===== src/fcnm_pkg.sv =====
// Package for the face center neighbor match block: constants, register
// codes, controller states and the command bundle to the datapath.
// No dependencies.
`default_nettype none

package fcnm_pkg;

	localparam int DEF_MAX_ELEMENTS = 1024;
	localparam int DEF_COORD_BITS   = 24;

	localparam int FACES      = 4;
	localparam int FACE_W     = 2;
	localparam int AXES       = 3;
	localparam int TOL_W      = 52;
	localparam int CFG_IDX_W  = 1;
	localparam int CFG_DATA_W = TOL_W;

	// Squared 0.001 in Q3.20 squared units.
	localparam logic [TOL_W-1:0] TOL_RESET = 52'd1099512;

	// Drain length that lets the last scan read reach the final best-match update.
	localparam int PIPE_DEPTH = 4;
	localparam int DRAIN_W    = 3;

	typedef enum logic [CFG_IDX_W-1:0] {
		REG_ELEMENT_COUNT = 1'b0,
		REG_TOLERANCE     = 1'b1
	} cfg_reg_t;

	typedef enum logic {
		MODE_WRITE = 1'b0,
		MODE_QUERY = 1'b1
	} mode_t;

	typedef enum logic [2:0] {
		ST_CLEAR,
		ST_IDLE,
		ST_QLOAD,
		ST_QWAIT,
		ST_SCAN,
		ST_DRAIN,
		ST_DONE
	} fsm_state_t;

	typedef struct packed {
		logic              wr_item;
		logic              capture;
		logic              clear_en;
		logic              qload_en;
		logic              scan_en;
		logic              out_en;
		logic [FACE_W-1:0] face;
	} dp_cmd_t;

endpackage

`default_nettype wire


===== src/fcnm_ctrl.sv =====
// Controller for the face center neighbor match block: sequences the flag
// clearing pass, the query face load, the candidate scan and the drain.
// Depends on fcnm_pkg.
`default_nettype none

module fcnm_ctrl #(
	parameter int MAX_ELEMENTS = fcnm_pkg::DEF_MAX_ELEMENTS
) (
	input  logic                                clk,
	input  logic                                arst_n,
	input  logic                                start,
	input  logic                                mode,
	input  logic [$clog2(MAX_ELEMENTS+1)-1:0]   limit,
	output logic                                busy,
	output fcnm_pkg::dp_cmd_t                   cmd,
	output logic [$clog2(MAX_ELEMENTS)-1:0]     cmd_elem
);

	import fcnm_pkg::*;

	localparam int ELEM_W = $clog2(MAX_ELEMENTS);
	localparam int NB_W   = $clog2(MAX_ELEMENTS + 1);
	localparam logic [FACE_W-1:0] FACE_LAST = FACE_W'(FACES - 1);

	fsm_state_t          state_q;
	fsm_state_t          state_d;
	logic [ELEM_W-1:0]   elem_cnt_q;
	logic [FACE_W-1:0]   face_cnt_q;
	logic [DRAIN_W-1:0]  drain_cnt_q;
	logic                scan_last;

	assign scan_last = (face_cnt_q == FACE_LAST) &&
		(NB_W'(elem_cnt_q) == limit - NB_W'(1));

	always_ff @(posedge clk or negedge arst_n) begin
		if (!arst_n) begin
			state_q <= ST_CLEAR;
		end else begin
			state_q <= state_d;
		end
	end

	always_comb begin
		state_d = state_q;
		case (state_q)
			ST_CLEAR: begin
				if (elem_cnt_q == ELEM_W'(MAX_ELEMENTS - 1)) state_d = ST_IDLE;
			end
			ST_IDLE: begin
				if (start && mode == MODE_QUERY) state_d = ST_QLOAD;
			end
			ST_QLOAD: begin
				if (face_cnt_q == FACE_LAST) state_d = ST_QWAIT;
			end
			ST_QWAIT: begin
				state_d = (limit == '0) ? ST_DRAIN : ST_SCAN;
			end
			ST_SCAN: begin
				if (scan_last) state_d = ST_DRAIN;
			end
			ST_DRAIN: begin
				if (drain_cnt_q == DRAIN_W'(PIPE_DEPTH - 1)) state_d = ST_DONE;
			end
			ST_DONE: begin
				state_d = ST_IDLE;
			end
			default: begin
				state_d = ST_IDLE;
			end
		endcase
	end

	always_ff @(posedge clk or negedge arst_n) begin
		if (!arst_n) begin
			elem_cnt_q  <= '0;
			face_cnt_q  <= '0;
			drain_cnt_q <= '0;
		end else begin
			case (state_q)
				ST_CLEAR: begin
					elem_cnt_q <= elem_cnt_q + 1'b1;
				end
				ST_IDLE: begin
					face_cnt_q <= '0;
				end
				ST_QLOAD: begin
					face_cnt_q <= face_cnt_q + 1'b1;
				end
				ST_QWAIT: begin
					elem_cnt_q  <= '0;
					face_cnt_q  <= '0;
					drain_cnt_q <= '0;
				end
				ST_SCAN: begin
					face_cnt_q <= face_cnt_q + 1'b1;
					if (face_cnt_q == FACE_LAST) elem_cnt_q <= elem_cnt_q + 1'b1;
				end
				ST_DRAIN: begin
					drain_cnt_q <= drain_cnt_q + 1'b1;
				end
				default: begin
				end
			endcase
		end
	end

	always_comb begin
		busy         = (state_q != ST_IDLE);
		cmd          = '0;
		cmd.face     = face_cnt_q;
		cmd_elem     = elem_cnt_q;
		case (state_q)
			ST_CLEAR: begin
				cmd.clear_en = 1'b1;
			end
			ST_IDLE: begin
				cmd.wr_item = start && (mode == MODE_WRITE);
				cmd.capture = start && (mode == MODE_QUERY);
			end
			ST_QLOAD: begin
				cmd.qload_en = 1'b1;
			end
			ST_SCAN: begin
				cmd.scan_en = 1'b1;
			end
			ST_DONE: begin
				cmd.out_en = 1'b1;
			end
			default: begin
			end
		endcase
	end

	// At most one datapath command is active in any cycle.
	a_one_cmd: assert property (@(posedge clk) disable iff (!arst_n)
		$onehot0({cmd.wr_item, cmd.capture, cmd.clear_en, cmd.qload_en,
			cmd.scan_en, cmd.out_en}))
		else $error("fcnm_ctrl: more than one datapath command");

	// The scan never reads an element at or beyond the search limit.
	a_scan_in_limit: assert property (@(posedge clk) disable iff (!arst_n)
		cmd.scan_en |-> (NB_W'(elem_cnt_q) < limit))
		else $error("fcnm_ctrl: scan beyond element limit");

	// A captured query always keeps the block busy in the next cycle.
	a_capture_busy: assert property (@(posedge clk) disable iff (!arst_n)
		cmd.capture |=> busy)
		else $error("fcnm_ctrl: query capture without busy");

endmodule

`default_nettype wire


===== config.mk =====
export PLATFORM = sky130hd
export DESIGN_NAME = fcnm_ctrl
export DESIGN_NICKNAME = d
export VERILOG_FILES = /design/src/fcnm_pkg.sv /design/src/fcnm_ctrl.sv
export SDC_FILE = /design/constraint.sdc
export NUM_CORES = 1
export LEC_CHECK = 0
export ABC_AREA = 1
export BUFFER_PORTS_ARGS = -buffer_cell sky130_fd_sc_hd__buf_4
export CORE_MARGIN = 2
export CORE_UTILIZATION = 58
export CTS_CLUSTER_DIAMETER = 60
export DETAILED_ROUTE_END_ITERATION = 12
export PLACE_DENSITY_LB_ADDON = 0.15
export SLEW_MARGIN = 30
export SYNTH_ARGS = -nofsm -noshare
export SYNTH_HDL_FRONTEND = slang
export SYNTH_SLANG_ARGS = --single-unit
export TNS_END_PERCENT = 20

===== constraint.sdc =====
create_clock -name clk -period 3.1 [get_ports clk]
set_clock_uncertainty 0.2 [all_clocks]
set_input_delay 0.31 -clock clk [delete_from_list [all_inputs] [get_ports clk]]
set_output_delay 0.31 -clock clk [all_outputs]
set_load 0.02 [all_outputs]

# ---- Word-level counts from Yosys, hierarchy flattened
# Index checks and enable logic that the tools add are counted.
dict set report word_totals {
  ff_bits 18
  input_bits 15
  out_inout_bits 19
  word_cells 54
}
dict set report op_classes {
  add_sub_neg 4
  n_eq_ne 17
  n_mux 16
  bitwise 1
  reduce_logical 12
}
# operator count
set ops {}
lappend ops {{$pmux 10 s3} 1}
lappend ops {{$pmux 3 s6} 1}
lappend ops {{$mux 3} 5}
lappend ops {{$ne 2x2->1 const B} 6}
lappend ops {{$eq 10x11->1} 1}
lappend ops {{$logic_not 11->1} 1}
lappend ops {{$sub 11x1->11 const B} 1}
lappend ops {{$add 10x1->10 const B} 1}
lappend ops {{$eq 10x10->1 const B} 1}
lappend ops {{$mux 10} 1}
lappend ops {{$eq 3x2->1 const B} 3}
lappend ops {{$eq 3x3->1 const B} 3}
lappend ops {{$pmux 3 s2} 1}
lappend ops {{$mux 1} 5}
lappend ops {{$reduce_and 5->1} 1}
lappend ops {{$pmux 2 s2} 1}
lappend ops {{$reduce_bool 2->1} 2}
lappend ops {{$reduce_or 2->1} 2}
lappend ops {{$add 3x1->3 const B} 1}
lappend ops {{$eq 3x1->1 const B} 1}
lappend ops {{$logic_and 1x1->1} 3}
lappend ops {{$logic_not 3->1} 1}
lappend ops {{$ne 3x1->1 const B} 1}
lappend ops {{$reduce_bool 3->1} 1}
lappend ops {{other kinds (5)} 5}

# ---- Depth between registers and ports, before layout
# Gate-level depths: netlist of the first run.
dict set report logic_depth {
  ltp_word 5
  mapped_depth 14
  depth_no_buf 14
}

# ---- Worst setup path before layout of the first run
# OpenSTA, ideal clock, no wires.
dict set report synth_path {
  path_type {reg-to-output}
  startpoint {register state_q[0]}
  endpoint {output cmd[7] (netlist bit)}
  arrival_time_ns 1.425
  required_ns 2.590
  slack_ns 1.165
  path_stages_with_launch 5
  n_path_buf 0
  cell_sequence {dfrtp_1 > inv_1 > nor2_1 > nand2_1 > nor3b_1}
}
# item line_no
set synth_lines {}
lappend synth_lines {{start, declared} fcnm_ctrl.sv:25} ;# fsm_state_t state_q;
lappend synth_lines {{start signal, assigned} fcnm_ctrl.sv:39} ;# state_q <= state_d;
lappend synth_lines {{end, declared} fcnm_ctrl.sv:15} ;# output fcnm_pkg::dp_cmd_t cmd,

==> metrics.md, run 1 <==
| Metric | Value |
|---|---|
| Synth Area in XOR/XNOR | `0.05436` |
| Worst Hold Class | `input port to asynchronous set/reset pin` |
| Power after layout | `0.001333 W` |
| Routed vias/inst | `~5.3` |
| Placed cell count | `280` |
| Final nets | `277` |
| Fin crit period | `roughly 2.1 ns` |
| Netlist Area Pre-Place | `1450 um2` |
| Reg2reg path depth | `11` |
| Synth Area in Simple Gates | `0.4047` |
| Post-synth top flop | `dfrtp_1` |
| Area leader, netlist | `dfrtp_1` |
| Syn-to-layout area delta | `22.17%` |
| Synthesized area per cell | `roughly 6.6 um2` |
| Clk sink count | `18` |
| Mux cell area share after synthesis | `0` |
| Rel. slew slack | `0.7815` |
| Synth area leaders | `dfrtp_1 31%, nand2_1 14%, inv_1 7.5%, nor2_1 7.2%, nand3_1 6.6%` |
| Register area share after synthesis | `0.3106` |
| Worst path required time | `2.59 ns` |
| Syn_nets | `240` |
| GR Util met2 | `0.4614` |
| Antenna violations before repair | `0` |
| # IOs | `34` |
| Switching share of power | `0.4936` |
| DRT Pass-1 Iters | `5` |
| #FFs+latches synth | `18` |
| CTS tree | `yes` |
| Async set or reset register ratio after synthesis | `1.000` |
| Largest family of logic cells by synthesized area | `simple AND/OR/NAND/NOR gates` |
| Share of layout cells above drive strength 1 | `0.2235` |
| Synth unique cells | `24` |
| Max-Cap Viols | `0` |
| Vias | `1,506` |
| Hold Vio Cnt, Final | `0` |
| Switching power | `approximately 0.00066 W` |
| Crit-path max cell delay | `0.45 ns` |
| Clk root buf | `clkbuf_4` |
| Die Y-Extent | `54 um` |
| Post-route ant nets | `0` |
| Status | `finished clean` |
| Initial core utilization | `0.5962` |
| Synth top cells by count | `56 x nand2_1, 29 x inv_1, 28 x nor2_1` |
| Avg WL per Cell | `11.86 um` |
| Num rows | `18` |
| N_diodes | `0` |
| CTS Buffer Depth | `2` |
| Unrepaired setup endpoints after global routing | `false` |
| Clock-pin slew on the worst setup and hold paths | `0.11 ns` |
| Post-DP HPWL | `~2.8 mm` |
| Most used routing layer in global routing | `met2` |
| Critical Path End Type | `output pin` |
| CTS H-tree depth | `1` |
| First-pass GRT wire length | `5.513 mm` |
| Lkg Pwr | `0.9413 nW` |
| Crit. Startpoint | `state_q[0]$_DFFE_PN0P_` |
| Setup tns final | `0 ns` |
| Crit path max fanout | `4` |
| Period utilization | `0.6800` |
| # DRC | `0` |
| Total gr overflow | `0` |
| Sequential power share | `0.316` |
| Most frequent cell after synthesis | `nand2_1` |
| Synth warn | `0` |
| Non-Filler Instances | `285` |
| Max Clock Freq | `between 400 and 500 MHz` |
| Synth top area share | `0.3106` |
| R2r startpoint | `state_q[2]$_DFFE_PN0P_` |
| Max-slew violations | `0` |
| Syn Inst Count | `219` |
| Die X | `54 um` |
| DRT iter0 DRCs | `36` |
| Worst-Skew Late Latency | `0.30 ns` |
| Compound-Gate Fraction of Synth Area | `0.07852` |
| Global routing usage on met1 | `0.3414` |
| Gate power share | `0.569` |
| Final setup vio count | `0` |
| Internal power | `0.0006748 W` |
| Synthesized-area fraction occupied by adder cells | `0.05177` |
| PwrDens | `roughly 750 nW/um2` |
| Crit-path cells | `inv_1 > nor2_1 > nand2_1 > nor3b_1 > buf_4` |
| Crit Path Category | `flip-flop to output pin` |
| Startpoint types | `flip-flop` |
| Vias in the first global route | `1,308` |
| VDD IR max | `just under 0.0006 V` |
| Routed WL | `roughly 3.4 mm` |
| Worst path slowest cell | `dfrtp_1` |
| Port Buffer Count | `33` |
| Clock Power Share | `0.114` |
| Placer Congestion | `0.9070` |
| Core ar. | `roughly 2400 um2` |
| Critical Path AT | `1.60 ns` |
| All-layer global routing usage | `0.2621` |
| Largest net degree at the start of global routing | `19` |
| Cts bufs inserted | `3` |
| Slew of the pin with the lowest slew margin | `0.3247 ns` |
| Number of synthesized flops with an enable pin | `0` |
| Met3 Track Usage GR | `0.03611` |
| Setup bufs post-CTS | `0` |
| Die footprint | `2916 um2` |
-- stage by stage --
stage | hold WS (ns) | util | cell area (um2) | setup WS (ns)
6_report | 0.1933 | 0.7284 | 1772 | 0.9921
5_1_grt | 0.2283 | 0.7284 | 1772 | 0.8815
4_1_cts | 0.2016 | 0.7284 | 1772 | 0.9951
3_5_place_dp | -0.003414 | 0.7094 | 1725 | 1.125
3_3_place_gp | -0.002554 | 0.7094 | 1725 | 1.177
2_1_floorplan | -0.1856 | - | 1450 | 1.165
-- worst paths after layout --
path	to	slack, ns
setup / recovery	cmd[7]	0.99
hold / removal	drain_cnt_q[0]$_DFFE_PN0P_	0.19
setup reg to reg	cmd_elem[7]$_DFFE_PN0P_	1.28
hold reg to reg	drain_cnt_q[1]$_DFFE_PN0P_	0.31
max in group asynchronous	cmd_elem[6]$_DFFE_PN0P_	2.31
min in group clk	state_q[0]$_DFFE_PN0P_	0.20
-- critical path, delay by kind of cell, from the launching register on --
family,cells,cell delay (ns)
buffers and inverters,2,0.26
flip-flops,1,0.45
AND/OR/NAND/NOR,3,0.59
-- power groups by stage --
| stage | logic (W) | registers, W | clock network (W) |
|---|---|---|---|
| finish | 0.000759 | 0.000422 | 0.000152 |
| global route | 0.000857 | 0.000436 | 0.000163 |
| CTS | 0.000765 | 0.000420 | 0.000150 |
| detailed placement | 0.000763 | 0.000423 | 0 |
| global placement | 0.000744 | 0.000423 | 0 |
| floorplan | 0.000477 | 0.000456 | 0 |
-- timing repair --
action,4_1_cts,5_1_grt
endpoints found under the hold margin,18,0
resized for setup,0,0
hold buffers,1,0
-- cells in the final DEF, fill, tap and decap left out, types with 2 or more instances in the layout --
cell | Yosys | layout
xor2_1 | 4 | 4
nand2_2 | 4 | 4
nor2_2 | 6 | 6
nor4_1 | 2 | 2
xnor2_1 | 5 | 5
a21oi_1 | 5 | 5
nand2_1 | 56 | 56
nor3_1 | 4 | 4
nand3b_1 | 2 | 2
inv_2 | 7 | 7
nand4_1 | 5 | 5
nor2_1 | 28 | 28
nand3_1 | 19 | 19
dfrtp_1 | 18 | 18
clkbuf_4 | 0 | 3
o22ai_1 | 2 | 2
inv_1 | 29 | 29
o21ai_0 | 10 | 10
buf_4 | 0 | 33
ha_1 | 6 | 6
-- layout make-up --
cell class / instances / area [um2]
Clock buffer: 4 / 36.28
Fill cell: 214 / 660.6
Inverter: 36 / 135.1
Multi-Input combinational cell: 163 / 854.6
Sequential cell: 18 / 450.4
Tap cell: 30 / 37.54
Timing Repair Buffer: 34 / 257.7
-- flip-flops by register name, summed over array words and instances, names as in the netlist --
register     flops
drain_cnt_q      3
state_q          3
face_cnt_q       2
cmd_elem        10
-- logic make-up (layout without fill, tap and decap cells) --
kind of cell,Yosys count,in the layout
fa+ha+maj,6,6
simple gates,129,129
flops,18,18
compound gates,19,19
xor+xnor,9,9
buf+inv,38,74
-- metal layers --
metal	share of wire	wire length, um
met1	0.43	1469
met3	0.060	202
met2	0.50	1679
met5	0	0
met4	0.0083	28
Power figures use the tool's default switching activity.
==> run 2, diff against run 1 <==
- CORE_UTILIZATION: 58 -> 53
- clock period: 3.1 -> 2 ns (I/O delays scaled with it)
==> metrics.md, run 2 (synthesis gave the netlist of run 1 again) <==
| Metric | Value |
|---|---|
| Cts bufs inserted | `3` |
| Critical Path AT | `between 1 and 1.5 ns` |
| Routed wl met3 | `184 um` |
| Crit path max fanout | `4` |
| Rel. slew slack | `0.7609` |
| Share of layout cells above drive strength 1 | `0.2275` |
| First-pass GRT wire length | `5.664 mm` |
| All-layer global routing usage | `0.2189` |
| Max-slew violations | `0` |
| WL met1 | `1.565 mm` |
| Post-route ant nets | `0` |
| Max Clock Freq | `534.4 MHz` |
| Clock-pin slew on the worst setup and hold paths | `0.11 ns` |
| CTS H-tree depth | `1` |
| Worst Hold Class | `input port to asynchronous set/reset pin` |
| N_diodes | `0` |
| Final nets | `278` |
| Reg2reg path depth | `11` |
| Post-DP HPWL | `2.673 mm` |
| Clk root buf | `clkbuf_4` |
| Critical Path End Type | `output pin` |
| Num rows | `18` |
| Slew of the pin with the lowest slew margin | `between 0.3 and 0.4 ns` |
| Top Metal Used | `met4` |
| Commonest non-fill, non-tap cell in the layout | `nand2_1` |
| Placed cell count | `280` |
| Max-Cap Viols | `0` |
| Lkg Pwr | `0.9391 nW` |
| Routed WL | `about 3.4 mm` |
| Avg WL per Cell | `roughly 12 um` |
| Period utilization | `0.9357` |
| R2R Path End | `cmd_elem[7]$_DFFE_PN0P_` |
| Die X | `56.31 um` |
| DRT iter0 DRCs | `64` |
| Vias in the first global route | `1,350` |
| Max reg flops | `10` |
| Design area | `1768 um2` |
| CTS Buffer Depth | `2` |
| Non-Filler Instances | `approximately 290` |
| # DRC | `0` |
| Commonest non-fill, non-tap cells in the layout | `56 x nand2_1, 34 x buf_4, 29 x inv_1` |
| R2r startpoint | `state_q[2]$_DFFE_PN0P_` |
| Routed vias/inst | `5.239` |
| Power after layout | `approximately 0.0020 W` |
| Port Buffer Count | `33` |
| Antenna violations before repair | `0` |
| Final core occ | `0.6947` |
| Final setup vio count | `0` |
| VDD IR max | `roughly 0.00085 V` |
| Reg2Reg Setup Slack | `0.15 ns` |
| Clk sink count | `18` |
| Crit Path Category | `flip-flop to output pin` |
| Met2 wire length | `approximately 1.6 mm` |
| Core ar. | `between 2000 and 3000 um2` |
| PwrDens | `1146 nW/um2` |
| CTS tree | `yes` |
| Vias | `1,493` |
| Status | `finished clean` |
| DRT Pass-1 Iters | `4` |
| Syn-to-layout area delta | `21.92%` |
| Total gr overflow | `0` |
| Largest net degree at the start of global routing | `19` |
| Placer Congestion | `0.8928` |
| # IOs | `34` |
| Worst-Skew Late Latency | `0.29 ns` |
| Startpoint types | `flip-flop` |
| Fin crit period | `roughly 1.9 ns` |
| Die footprint | `3170 um2` |
| Hold Vio Cnt, Final | `0` |
| Initial core utilization | `0.5698` |
| Die Y-Extent | `56.31 um` |
| Post-placement cell area | `1725 um2` |
| Worst path required time | `roughly 1.6 ns` |
==> run 2: cell count changes in the layout (fill, tap and decap cells not counted), sizes merged <==
cell	delta
buf	+1
clkbuf	-1
==> run 2: power by group <==
part           switching [W]  internal (W)
sequential          0.000161      0.000493
combinational       0.000736      0.000455
clock               0.000111     0.0000700
==> run 2: timing repair <==
action | CTS | global route
resized for setup | 0 | 1
setup endpoints to repair | 0 | 1
hold buffers | 1 | 0
endpoints found under the hold margin | 18 | 0
setup buffers | 0 | 1
==> run 2: area by class of cell <==
class,count,area [um2]
clock buffers,3,22.52
fillers,231,777.0
inverters,36,135.1
multi-input cells,163,857.1
flip-flops and latches,18,450.4
well taps,30,37.54
repair buffers,35,265.3
==> run 2: per-layer routing <==
layer | vias to the layer above | track usage
met3 | 2 | 0.03226
met5 | - | 0
met2 | 45 | 0.3513
met1 | 674 | 0.3017
li1 | 772 | -
met4 | 0 | 0.07483
==> run 2: per-stage QoR <==
stage           TNS [ns]  setup WS [ns]  hold slack, ns
2_1_floorplan          0         0.1752         -0.2956
3_3_place_gp           0         0.1356         -0.1159
3_5_place_dp           0         0.1083         -0.1142
4_1_cts                0        0.01996         0.09944
5_1_grt        -0.002403      -0.002403          0.1054
6_report               0         0.1286          0.1039
==> run 2: worst max path at each step <==
stage | start | to | slack (ns) | depth (start not counted)
2_1_floorplan | state_q[0]$_DFFE_PN0P_ | cmd[7] | 0.18 | 4
3_3_place_gp | limit[0] | state_q[0]$_DFFE_PN0P_ | 0.14 | 13
3_5_place_dp | limit[0] | state_q[1]$_DFFE_PN0P_ | 0.11 | 13
4_1_cts | state_q[0]$_DFFE_PN0P_ | cmd[7] | 0.02 | 5
5_1_grt | state_q[0]$_DFFE_PN0P_ | cmd[7] | -0.002 | 5
6_report | state_q[0]$_DFFE_PN0P_ | cmd[7] | 0.13 | 5
==> run 2: worst max-delay path, stage by stage, from the launching register on <==
cell and delay, ns:
dfrtp_1 0.44, inv_1 0.10, nor2_2 0.16, nand2_1 0.13
nor3b_1 0.19, buf_4 0.17
==> run 3, diff against run 2 <==
- ABC_AREA: 1 -> 0
==> metrics.md, run 3 <==
| Metric | Value |
|---|---|
| Status | `finished clean` |
| First-pass GRT wire length | `6.389 mm` |
| Reg2reg path depth | `5` |
| Max-Cap Viols | `0` |
| Final setup vio count | `0` |
| Crit Path Category | `flip-flop to output pin` |
| Clk root buf | `clkbuf_4` |
| Synth area leaders | `dfrtp_1 32%, xor2_1 9.2%, ha_1 5.3%, nor2_1 4.7%, nand2_1 4.0%` |
| Setup WS post-layout | `0.1073 ns` |
| Placed cell count | `245` |
| Period utilization | `0.9464` |
| Filler instances | `roughly 220` |
| # IOs | `34` |
| Max-slew violations | `0` |
| CTS tree | `yes` |
| Clk sink count | `18` |
| DRT iter0 DRCs | `38` |
| All-layer global routing usage | `0.2526` |
| Unrepaired setup endpoints after global routing | `false` |
| Die footprint | `3117 um2` |
| Clock Power Share | `0.081` |
| Non-Filler Instances | `250` |
| Pre-CTS setup slack | `-0.004474 ns` |
| Placer Congestion | `0.8383` |
| Async set or reset register ratio after synthesis | `1.000` |
| VDD IR max | `roughly 0.0015 V` |
| Slew of the pin with the lowest slew margin | `0.5222 ns` |
| Worst-Skew Late Latency | `between 0.2 and 0.3 ns` |
| Area leader, netlist | `dfrtp_1` |
| Synth warn | `0` |
| Crit path max fanout | `7` |
| Clock-pin slew on the worst setup and hold paths | `around 0.10 ns` |
| Netlist Area Pre-Place | `1424 um2` |
| Syn-to-layout area delta | `29.00%` |
| Worst Hold Class | `input port to flip-flop` |
| Startpoint types | `flip-flop` |
| Num rows | `18` |
| Switching share of power | `0.4778` |
| Fin crit period | `1.893 ns` |
| # DRC | `0` |
| Number of synthesized flops with an enable pin | `0` |
| Total gr overflow | `0` |
| Design area | `about 1800 um2` |
| Avg WL per Cell | `about 15 um` |
| Worst path required time | `1.60 ns` |
| Initial core utilization | `0.5645` |
| #FFs+latches synth | `18` |
| Multi-input gate area | `918.4 um2` |
| Reg area | `450.4 um2` |
| Synthesized area per cell | `8.136 um2` |
| Commonest non-fill, non-tap cell in the layout | `buf_4` |
| Max reg flops | `10` |
| Routed vias/inst | `5.976` |
| N_diodes | `0` |
| Post-placement cell area | `between 1500 and 2000 um2` |
| Worst Hold Depth | `4` |
| Port Buffer Count | `33` |
| DRT Pass-1 Iters | `4` |
| Final nets | `243` |
| CTS Buffer Depth | `2` |
| Synth top area share | `0.3163` |
| Synth top cells by count | `18 x dfrtp_1, 18 x nor2_1, 15 x nand2_1, 15 x xor2_1, 11 x o21ai_0` |
| Core ar. | `2522 um2` |
| CTS H-tree depth | `1` |
| Sequential power share | `0.263` |
| Routed WL | `3.838 mm` |
| Lkg Pwr | `between 0.8 and 0.9 nW` |
| Final core occ | `0.7282` |
| Synth unique cells | `43` |
| Cts bufs inserted | `3` |
| Vias | `1,494` |
| Critical Path AT | `1.49 ns` |
| Post-route ant nets | `0` |
| Share of layout cells above drive strength 1 | `0.2500` |
| Vias in the first global route | `around 1,400` |
| Register area share after synthesis | `0.3163` |
| Internal power | `0.001169 W` |
| Die X | `55.83 um` |
| Switching power | `0.001070 W` |
| Hold Vio Cnt, Final | `0` |
| Max Clock Freq | `roughly 530 MHz` |
| Post-synth top flop | `dfrtp_1` |
| Post-DP HPWL | `2.956 mm` |
| PwrDens | `approximately 1200 nW/um2` |
| Critical Path End Type | `output pin` |
| Die Y-Extent | `55.83 um` |
| Syn Inst Count | `175` |
| Rel. slew slack | `0.6487` |
| Largest net degree at the start of global routing | `19` |
| Syn_nets | `roughly 200` |
| Commonest non-fill, non-tap cells in the layout | `48 x buf_4, 18 x nor2_1, 18 x dfrtp_1` |
| Antenna violations before repair | `0` |
| Gate power share | `0.656` |
-- run 3: cell count changes after synthesis, sizes merged, moves of 10 or more --
| cell | delta |
|---|---|
| nand3 | -10 |
| inv | -26 |
| nand2 | -45 |
| nor2 | -17 |
| xor2 | +11 |
-- run 3: power groups by stage --
stage,clock [W],combinational (W),sequential [W]
final,0.000181,0.00147,0.000589
after global routing,0.000195,0.00162,0.000605
after CTS,0.000185,0.00143,0.000583
after detailed placement,0,0.00141,0.000595
after global placement,0,0.00137,0.000587
after floorplan,0,0.000818,0.000655
-- run 3: through the flow --
step | power [W] | hold WS, ns | TNS [ns]
5_1_grt | 0.002415 | 0.09614 | 0
3_5_place_dp | 0.002004 | -0.1142 | -0.004474
6_report | 0.002239 | 0.07987 | 0
3_3_place_gp | 0.001956 | -0.1189 | 0
4_1_cts | 0.002200 | 0.06790 | 0
2_1_floorplan | 0.001474 | -0.2956 | 0
-- run 3: final timing paths --
| kind | startpoint | to | slack (ns) |
|---|---|---|---|
| setup / recovery | state_q[1]$_DFFE_PN0P_ | cmd[3] | 0.11 |
| hold / removal | limit[10] | state_q[0]$_DFFE_PN0P_ | 0.08 |
| setup reg to reg | cmd_elem[5]$_DFFE_PN0P_ | state_q[0]$_DFFE_PN0P_ | 0.14 |
| hold reg to reg | drain_cnt_q[2]$_DFFE_PN0P_ | drain_cnt_q[2]$_DFFE_PN0P_ | 0.34 |
| max in group asynchronous | arst_n | cmd_elem[6]$_DFFE_PN0P_ | 1.29 |
| min in group asynchronous | arst_n | cmd_elem[1]$_DFFE_PN0P_ | 0.11 |
-- run 3: cell type report --
class	count	share of cell area
multi-input cells	140	0.5000
inverters	10	0.02044
repair buffers	49	0.2016
flip-flops and latches	18	0.2452
well taps	30	0.02044
clock buffers	3	0.01226
-- run 3: logic make-up after synthesis --
logic type | synth area share
simple gates | 0.2575
fa+ha+maj | 0.05272
flops | 0.3163
compound gates | 0.1898
mux | 0.007030
xor+xnor | 0.1292
buf+inv | 0.04745
-- run 3: layer usage --
layer  share of wire  track usage  vias up  wire, um
met3           0.040      0.03256        6       154
met2            0.49       0.4201       34      1870
met1            0.46       0.3461      729      1749
met5               0            0        -         0
met4           0.016      0.07143        0        63
li1                -            -      725         -
-- run 3: timing repair --
| action | CTS | global route |
|---|---|---|
| endpoints found under the hold margin | 18 | 0 |
| hold buffers | 1 | 0 |
| buffers inserted | 1 | 0 |
| gates resized for setup | 0 | 3 |
| pin swaps | 0 | 1 |
| endpoints found under the setup margin | 3 | 8 |
-- run 3: critical path, cell delays in order (launching register included) --
cell and delay (ns):
dfrtp_1 0.46, buf_4 0.19, nor2_1 0.23, nand2_1 0.12, inv_1 0.07, buf_4 0.13
